--- config.mk ---
export PLATFORM = sky130hd
export DESIGN_NAME = spi_crc_frame_retry_engine_unit
export DESIGN_NICKNAME = d
export VERILOG_FILES = /design/src/scfre_pkg.sv /design/src/scfre_step.sv /design/src/spi_crc_frame_retry_engine_unit.sv
export SDC_FILE = /design/constraint.sdc
export NUM_CORES = 1
export LEC_CHECK = 0
export ABC_AREA = 1
export ABC_CLOCK_PERIOD_IN_PS = 1800
export BUFFER_PORTS_ARGS = -buffer_cell sky130_fd_sc_hd__buf_2
export CORE_MARGIN = 1
export CORE_UTILIZATION = 45
export DETAILED_ROUTE_END_ITERATION = 7
export GPL_TIMING_DRIVEN = 0
export PLACE_DENSITY = 0.83
export SYNTH_ARGS = -nofsm -noshare
export SYNTH_HDL_FRONTEND = slang
export SYNTH_SLANG_ARGS = --single-unit
export TNS_END_PERCENT = 10
--- constraint.sdc ---
create_clock -name clk -period 1.8 [get_ports clk]
set_input_delay 0 -clock clk [delete_from_list [all_inputs] [get_ports clk]]
set_output_delay 0 -clock clk [all_outputs]
set_load 0.01 [all_outputs]
--- src/scfre_pkg.sv ---
// shared types, constants and crc-8 functions for the spi register frame engine
// no dependencies; used by every module of the engine
`default_nettype none

package scfre_pkg;

    localparam logic [7:0] RW_FLAG      = 8'h80;
    localparam logic [7:0] CRC_POLY     = 8'h07;
    localparam logic [7:0] READ_FILLER  = 8'hFF;
    localparam logic [3:0] RESENDS_INIT = 4'd10;

    localparam logic REQ_START = 1'b0;
    localparam logic REQ_REPLY = 1'b1;

    localparam int unsigned IN_DATA_W  = 40;
    localparam int unsigned OUT_DATA_W = 40;

    localparam logic REG_MAX_RESENDS = 1'b0;

    typedef struct packed {
        logic       req_type;
        logic       is_write;
        logic [6:0] reg_address;
        logic [7:0] write_data;
        logic [7:0] reply_byte0;
        logic [7:0] reply_byte1;
        logic [7:0] reply_byte2;
    } item_t;

    typedef struct packed {
        logic        busy;
        logic        pending_write;
        logic [23:0] pending_frame;
        logic [3:0]  resend_count;
    } state_t;

    typedef struct packed {
        logic       send_frame;
        logic [7:0] frame_addr_byte;
        logic [7:0] frame_data_byte;
        logic [7:0] frame_crc_byte;
        logic       access_done;
        logic       access_failed;
        logic [7:0] read_value;
    } result_t;

    // msb first, no reflection, no final xor
    function automatic logic [7:0] crc8_byte(input logic [7:0] crc, input logic [7:0] data);
        logic [7:0] c;
        c = crc ^ data;
        for (int k = 0; k < 8; k++)
        begin
            c = c[7] ? ((c << 1) ^ CRC_POLY) : (c << 1);
        end
        return c;
    endfunction

    function automatic logic [7:0] frame_crc(input logic [7:0] a, input logic [7:0] d);
        return crc8_byte(crc8_byte(8'h00, a), d);
    endfunction

endpackage

`default_nettype wire

--- src/scfre_step.sv ---
// next-state and result logic for one word of the frame engine
// depends on scfre_pkg
`default_nettype none

module scfre_step
(
    input  wire scfre_pkg::item_t  item,
    input  wire scfre_pkg::state_t state,
    input  wire [3:0]              max_resends,
    output scfre_pkg::state_t      state_next,
    output scfre_pkg::result_t     result
);

    logic [7:0]  new_addr;
    logic [7:0]  new_data;
    logic [23:0] new_frame;
    logic [7:0]  pend_addr;
    logic [7:0]  pend_data;
    logic [7:0]  pend_crc;
    logic        reply_ok;

    assign new_addr  = {item.is_write, item.reg_address};
    assign new_data  = item.is_write ? item.write_data : scfre_pkg::READ_FILLER;
    assign new_frame = {new_addr, new_data, scfre_pkg::frame_crc(new_addr, new_data)};

    assign pend_addr = state.pending_frame[23:16];
    assign pend_data = state.pending_frame[15:8];
    assign pend_crc  = state.pending_frame[7:0];

    // writes need the whole frame echoed, reads only the address byte
    assign reply_ok = state.pending_write
                    ? ((item.reply_byte0 == pend_addr) && (item.reply_byte1 == pend_data)
                       && (item.reply_byte2 == pend_crc))
                    : (item.reply_byte0 == pend_addr);

    always_comb
    begin
        state_next = state;
        result     = '0;
        case (item.req_type)
            scfre_pkg::REQ_START:
            begin
                state_next.busy          = 1'b1;
                state_next.pending_write = item.is_write;
                state_next.pending_frame = new_frame;
                state_next.resend_count  = 4'd0;
                result.send_frame        = 1'b1;
                result.frame_addr_byte   = new_frame[23:16];
                result.frame_data_byte   = new_frame[15:8];
                result.frame_crc_byte    = new_frame[7:0];
            end
            scfre_pkg::REQ_REPLY:
            begin
                if (state.busy)
                begin
                    if (reply_ok)
                    begin
                        result.access_done = 1'b1;
                        result.read_value  = state.pending_write ? 8'h00 : item.reply_byte1;
                        state_next.busy    = 1'b0;
                    end
                    else if (state.resend_count < max_resends)
                    begin
                        state_next.resend_count = state.resend_count + 4'd1;
                        result.send_frame       = 1'b1;
                        result.frame_addr_byte  = pend_addr;
                        result.frame_data_byte  = pend_data;
                        result.frame_crc_byte   = pend_crc;
                    end
                    else
                    begin
                        result.access_failed = 1'b1;
                        state_next.busy      = 1'b0;
                    end
                end
            end
            default:
            begin
                state_next = state;
            end
        endcase
    end

endmodule

`default_nettype wire

--- src/spi_crc_frame_retry_engine_unit.sv ---
// top level of the spi register frame engine: stream ports, apb register, state
// depends on scfre_pkg and scfre_step
// a result word is registered and appears in the cycle after its input word is accepted
// throughput: one input word per cycle while the result side keeps up
// the result register frees in the same cycle it is taken downstream
// reset (rst_n low, async) clears the access state and the result valid
// max_resends returns to 10 on reset
`default_nettype none

module spi_crc_frame_retry_engine_unit
(
    input  wire         clk,
    input  wire         rst_n,
    input  wire         s_tvalid,
    output logic        s_tready,
    // is_write[0], reg_address[7:1], write_data[15:8], reply_byte0[23:16],
    // reply_byte1[31:24], reply_byte2[39:32]
    input  wire [39:0]  s_tdata,
    // req_type[0]
    input  wire [0:0]   s_tuser,
    output logic        m_tvalid,
    input  wire         m_tready,
    // send_frame[0], frame_addr_byte[8:1], frame_data_byte[16:9],
    // frame_crc_byte[24:17], access_done[25], access_failed[26],
    // read_value[34:27], zero[39:35]
    output logic [39:0] m_tdata,
    input  wire         psel,
    input  wire         penable,
    input  wire         pwrite,
    input  wire [2:0]   paddr,
    input  wire [31:0]  pwdata,
    output logic [31:0] prdata,
    output logic        pready
);

    scfre_pkg::item_t   item;
    scfre_pkg::state_t  state_reg;
    scfre_pkg::state_t  state_next;
    scfre_pkg::result_t result;
    logic [3:0]         max_resends_reg;
    logic               m_valid_reg;
    logic [39:0]        m_data_reg;
    logic               in_accept;
    logic               cfg_write;

    assign item.req_type    = s_tuser[0];
    assign item.is_write    = s_tdata[0];
    assign item.reg_address = s_tdata[7:1];
    assign item.write_data  = s_tdata[15:8];
    assign item.reply_byte0 = s_tdata[23:16];
    assign item.reply_byte1 = s_tdata[31:24];
    assign item.reply_byte2 = s_tdata[39:32];

    assign s_tready  = !m_valid_reg || m_tready;
    assign in_accept = s_tvalid && s_tready;
    assign m_tvalid  = m_valid_reg;
    assign m_tdata   = m_data_reg;

    assign pready    = 1'b1;
    assign cfg_write = psel && penable && pwrite && (paddr[2] == scfre_pkg::REG_MAX_RESENDS);
    assign prdata    = (paddr[2] == scfre_pkg::REG_MAX_RESENDS) ? {28'd0, max_resends_reg}
                                                                 : 32'd0;

    scfre_step u_step
    (
        .item        (item),
        .state       (state_reg),
        .max_resends (max_resends_reg),
        .state_next  (state_next),
        .result      (result)
    );

    always_ff @(posedge clk or negedge rst_n)
    begin
        if (!rst_n)
        begin
            state_reg       <= '0;
            max_resends_reg <= scfre_pkg::RESENDS_INIT;
            m_valid_reg     <= 1'b0;
        end
        else
        begin
            if (in_accept)
            begin
                state_reg <= state_next;
            end
            if (cfg_write)
            begin
                max_resends_reg <= pwdata[3:0];
            end
            if (in_accept)
            begin
                m_valid_reg <= 1'b1;
            end
            else if (m_tready)
            begin
                m_valid_reg <= 1'b0;
            end
        end
    end

    always_ff @(posedge clk)
    begin
        if (in_accept)
        begin
            m_data_reg <= {5'd0, result.read_value, result.access_failed, result.access_done,
                           result.frame_crc_byte, result.frame_data_byte,
                           result.frame_addr_byte, result.send_frame};
        end
    end

endmodule

`default_nettype wire

### After elaboration in Yosys (flattened, before gate mapping)

Cells that the tools add are included.

* register bits after elaboration: 70
* bits in latches: 0
* RAM bits: 0
* memory bits (read-only): 0
* bits of input ports: 83
* output and inout bits: 75
* logic and storage cells: 91
* memories kept: 0

* $add $sub $neg: 1
* multiply operators: 0
* divide/modulo/power cells: 0
* order comparisons: 1
* equality and inequality tests: 6
* shift-type cells: 0
* mux-type cells: 38
* bitwise operators: 21
* reductions and logical operators: 14

Operator list (number)
* 25-bit two-way mux: 2
* 25-bit one-hot mux with 2 select lines: 1
* 3-bit two-way mux: 16
* 3-bit inverter: 16
* 35-bit two-way mux: 1
* 8-bit equality test: 3
* 8-bit two-way mux: 3
* 4-bit two-way mux: 4
* 1-bit two-way mux: 9
* 4-bit one-hot mux with 2 select lines: 1
* 8-bit bitwise XOR: 1
* 1-bit logical AND: 6
* 4-bit by 1-bit adder with 4-bit output, second input constant: 1
* 4-bit less-than comparator: 1
* 2-bit by 1-bit != test with 1-bit output, second input constant: 2
* 1-bit inverter: 4
* 2-bit AND reduction: 2
* 4-bit AND reduction: 1
* 4-bit OR reduction: 1
* 3-bit OR reduction: 1
* 2-bit != test, second input constant: 1
* 1-bit one-hot mux with 2 select lines: 1
* 2-bit nonzero test: 1
* 1-bit zero test: 1
* 1-bit logical OR: 1

### Depth between registers and ports, before layout

* word-level depth: 34
* gate-level depth with buffers: 15
* depth with buffers taken out: 14

### Cells and area by module

From an unflattened synthesis, not the netlist that was laid out.

* cell total of the unflattened synthesis: 605
* area, all modules: 4484.3 um2

By module, submodules not included
* spi_crc_frame_retry_engine_unit: instances 1, cells an instance 235, area an instance 2756.4 um2, seq. area each 1929.4 um2
* scfre_step: instances 1, cells an instance 370, area an instance 1727.9 um2, seq. area each 0.0 um2

### Worst setup path after synthesis

OpenSTA, ideal clock, no wires.

* path type: register to register
* start: reg m_valid_reg, in the netlist m_tvalid
* end: reg m_data_reg[0], in the netlist m_tdata[0], enable pin
* setup time: 390 ps
* arrival time: 1394 ps
* data required time: 1410 ps
* slack: 16 ps
* stages on the path, launching flop included: 4
* path buffers: 0
* period minus slack after synthesis: 1784 ps
* cells stage by stage: dfrtp_1 > nand2_1 > nand2_1 > inv_1

* word-level cells in the longest chain between the ends: 3

Ends and longest elaborated chain
* from (decl): line spi_crc_frame_retry_engine_unit.sv:41 `logic m_valid_reg;`
* from (signal assigned): line spi_crc_frame_retry_engine_unit.sv:79 `m_valid_reg <= 1'b0;`
* from (signal assigned): line spi_crc_frame_retry_engine_unit.sv:93 `m_valid_reg <= 1'b1;`
* from (signal assigned): line spi_crc_frame_retry_engine_unit.sv:97 `m_valid_reg <= 1'b0;`
* 1-bit zero test: line spi_crc_frame_retry_engine_unit.sv:54 `assign s_tready = !m_valid_reg || m_tready;`
* 1-bit logical OR: line spi_crc_frame_retry_engine_unit.sv:54
* net s_tready: line spi_crc_frame_retry_engine_unit.sv:15 `output logic s_tready,`
* 1-bit logical AND: line spi_crc_frame_retry_engine_unit.sv:55 `assign in_accept = s_tvalid && s_tready;`
* net in_accept: line spi_crc_frame_retry_engine_unit.sv:43 `logic in_accept;`
* to (signal assigned): line spi_crc_frame_retry_engine_unit.sv:106 `m_data_reg <= {5'd0, result.read_value, result.access_failed, result.access_done,`
* to (decl): line spi_crc_frame_retry_engine_unit.sv:42 `logic [39:0] m_data_reg;`

The timed path passes the listed nets, and every way through them passes these cells.
A chain may end at the register's enable or synchronous reset.

==> impl_metrics.tcl <==
set metrics [dict create \
    critPathRequiredTime_ns 1.99 \
    largest_register_ffs 35 \
    synth_mux_area_share_pct 0 \
    worstPathArrival_ns 2.10 \
    timing.rr.start "max_resends_reg[1]" \
    worst_pin_slew_ns 0.870 \
    postPlaceCellArea_um2 4880 \
    r2r_setup_slack_ns -0.10 \
    cts_sinks 69 \
    drcViolationCount 7 \
    nNetsFinal 756 \
    synth_most_common_cell "nand2_1" \
    io_buffers 92 \
    grt_pass1_vias 3748 \
    fin_crit_ns 1.90 \
    fp.dieH_um 98.2 \
    synth_compound_gate_area_share_pct 5.77 \
    cp_max_fo 6 \
    routed_via_density 4.83 \
    rr_worst_depth 9 \
    synth_seq_area_share_pct 45.8 \
    final-hold-violation-count 0 \
    post-route-period-util_pct 106 \
    crit_slowest_cell "dfstp_2" \
    io_pins 158 \
    die_x_um 98.2 \
    synth_edf_count 35 \
    antenna_found_initial 1 \
    place_congestion 0.861 \
    async_reset_ff_share_pct 49.3 \
    crit_chain "inv_2 > ha_4 > o21a_1 > o211ai_2 > nand2_2 > nor2_4 > nand3_4 > buf_4 > o21ai_1" \
    failed_checks "design-rule violations, negative setup slack" \
    synth_top_area_share_pct 25.3 \
    post_drt_wl_per_cell_um 13.5 \
    clockBufferDepth 2 \
    avgSynthCellArea_um2 8.14 \
    synthSimpleGateAreaFrac_pct 26.3 \
    synth_warnings 0 \
    coreArea_um2 8850 \
    hold_path.class "in -> reg" \
    cts_made_buffers 9 \
    rsz0062_at_grt "yes" \
    endpoint_kind "register" \
    grt_pass1_wl_mm 17.5 \
    leakage_nw 2.90 \
    grt_start_max_net_pins 37 \
    synth_common_cells "nand2_1 (175), inv_1 (57), buf_4 (35), edfxtp_1 (35), dfrtp_1 (32)" \
    ir_worst_vdd_mv 0.502 \
    num_rows 34 \
    initial_core_util_pct 47.0 \
    synthAdderAreaFrac_pct 1.20 \
    worstSetupStartpoint "max_resends_reg[1]" \
    dr.pass1.iters 8 \
    fin_ws_ns -0.105 \
    yosys.cell_types.count 33 \
    synthesis.area_um2 4160 \
    first_iter_violations 247 \
    h-tree-depth 3 \
    fmaxAchievable_ghz 0.525 \
    synth_top_family_by_area "simple AND/OR/NAND/NOR gates" \
    dp_hpwl_mm 7.47 \
    place_ws_ns -0.275 \
    min_path_cells 3 \
    grt.overflow.total 0 \
    fin_worst_skew_ns 0.0104 \
    clkTransAtPathRegs_ns 0.08 \
    pwr_density_cell_nw_per_um2 923 \
    die-area_um2 9630 \
    gr-usage-all-layers_pct 23.3 \
    final_util_pct 61.9 \
    maxCapViolations 0 \
    cp_slowest_stage_delay_ns 0.53 \
    hold_ws_ns 0.00979 \
    drv_slew 0 \
    dp_cells 743 \
    min_from "s_tdata[28]" \
    synth_ff_type "edfxtp_1" \
    instances_no_fill 782 \
    startpoint_type "register" \
    ys_ff_latch 69 \
    status "finished, violations left" \
    setup_viol 24 \
    synth-xor-area-share_pct 6.56 \
    yosysTopAreaCell "edfxtp_1" \
    insertion_delay_ns 0.35 \
    criticalPathCategory "reg -> reg" \
    areaGrowthSynthToFinish_pct 31.7 \
    layout-drive-gt1-share_pct 32.8 \
    drt_wl_total_mm 10.6 \
    final_cell_area_um2 5480 \
    synth_area_leaders "edfxtp_1 (25%), dfrtp_1 (19%), nand2_1 (16%)" \
    cts_tree "yes" \
    postRouteAntennaNets 0 \
    syn_inst 511 \
    slew_headroom_pct 42.0 \
    vias 3780 \
    diodes 0 \
    cts-root-buf "clkbuf_8" \
]
-- layer usage --
layer / vias to the layer above / track usage, % / wire, um
met2: 197 / 39.8 / 5010
met3: 29 / 4.37 / 841
met1: 1715 / 28.4 / 4410
met5: - / 0 / 0
li1: 1839 / - / -
met4: 0 / 11.1 / 317
-- cell type report --
type	count	area, um2
Sequential cell	69	1900
Clock buffer	13	179
Timing Repair Buffer	115	682
Fill cell	729	3370
Buffer	44	329
Tap cell	108	135
Clock inverter	3	65.1
Multi-Input combinational cell	364	1910
Inverter	66	269
-- placed cells by master (no fill, tap or decap), types with 5 or more instances in the layout --
master | Yosys | layout
a21oi_1 | 7 | 6
buf_2 | 2 | 94
buf_4 | 35 | 39
buf_6 | 4 | 5
clkbuf_8 | 0 | 13
conb_1 | 2 | 34
dfrtp_1 | 32 | 32
dlygate4sd3_1 | 0 | 18
edfxtp_1 | 35 | 35
inv_1 | 57 | 54
inv_2 | 8 | 9
nand2_1 | 175 | 170
nand2_2 | 14 | 16
nand2_4 | 2 | 5
nand3_1 | 15 | 14
nand4_1 | 8 | 8
nor2_1 | 30 | 25
nor2_2 | 3 | 6
o21ai_0 | 29 | 19
o21ai_1 | 8 | 8
o21ai_2 | 0 | 10
xnor2_1 | 11 | 11
xor2_1 | 12 | 12
-- power by group --
| group | total [mW] | internal [mW] | switching [mW] |
|---|---|---|---|
| Clock | 1.54 | 0.930 | 0.605 |
| Sequential | 2.08 | 1.93 | 0.152 |
| Combinational | 1.44 | 0.574 | 0.862 |
-- final timing paths --
kind                                  to
setup / recovery             m_tdata[23]
hold / removal               m_tdata[31]
setup reg to reg             m_tdata[23]
hold reg to reg            state_reg[20]
max in group asynchronous   state_reg[9]
min in group asynchronous  state_reg[13]
-- cell families after synthesis --
family / count (synthesis)
xor+xnor: 26
simple gates: 254
other cells: 2
buf+inv: 110
compound gates: 46
fa+ha+maj: 4
flops: 69
-- through the flow --
| stage | power [mW] | TNS (ns) |
|---|---|---|
| 2_1_floorplan | 2.96 | 0 |
| 3_3_place_gp | 3.30 | -9.86 |
| 3_5_place_dp | 3.36 | -13.33 |
| 4_1_cts | 4.99 | -1.85 |
| 5_1_grt | 5.33 | -4.31 |
| 6_report | 5.05 | -1.57 |
-- worst max-delay path, delay by kind of cell (launching register included) --
kind / cells / cell delay [ns]
adder cells (fa/ha/maj): 1 / 0.20
buffers and inverters: 2 / 0.23
AND/OR/NAND/NOR: 3 / 0.41
AO/OA/AOI/OAI: 3 / 0.38
flip-flops: 1 / 0.53
-- timing repair --
action / in CTS / in global routing
setup buffers: 4 / 0
hold buffers: 18 / 0
endpoints found under the hold margin: 49 / 0
pin swaps: 9 / 8
setup endpoints to repair: 66 / 77
resized for setup: 28 / 17
cloned: 1 / 0
Power figures use the tool's default switching activity.
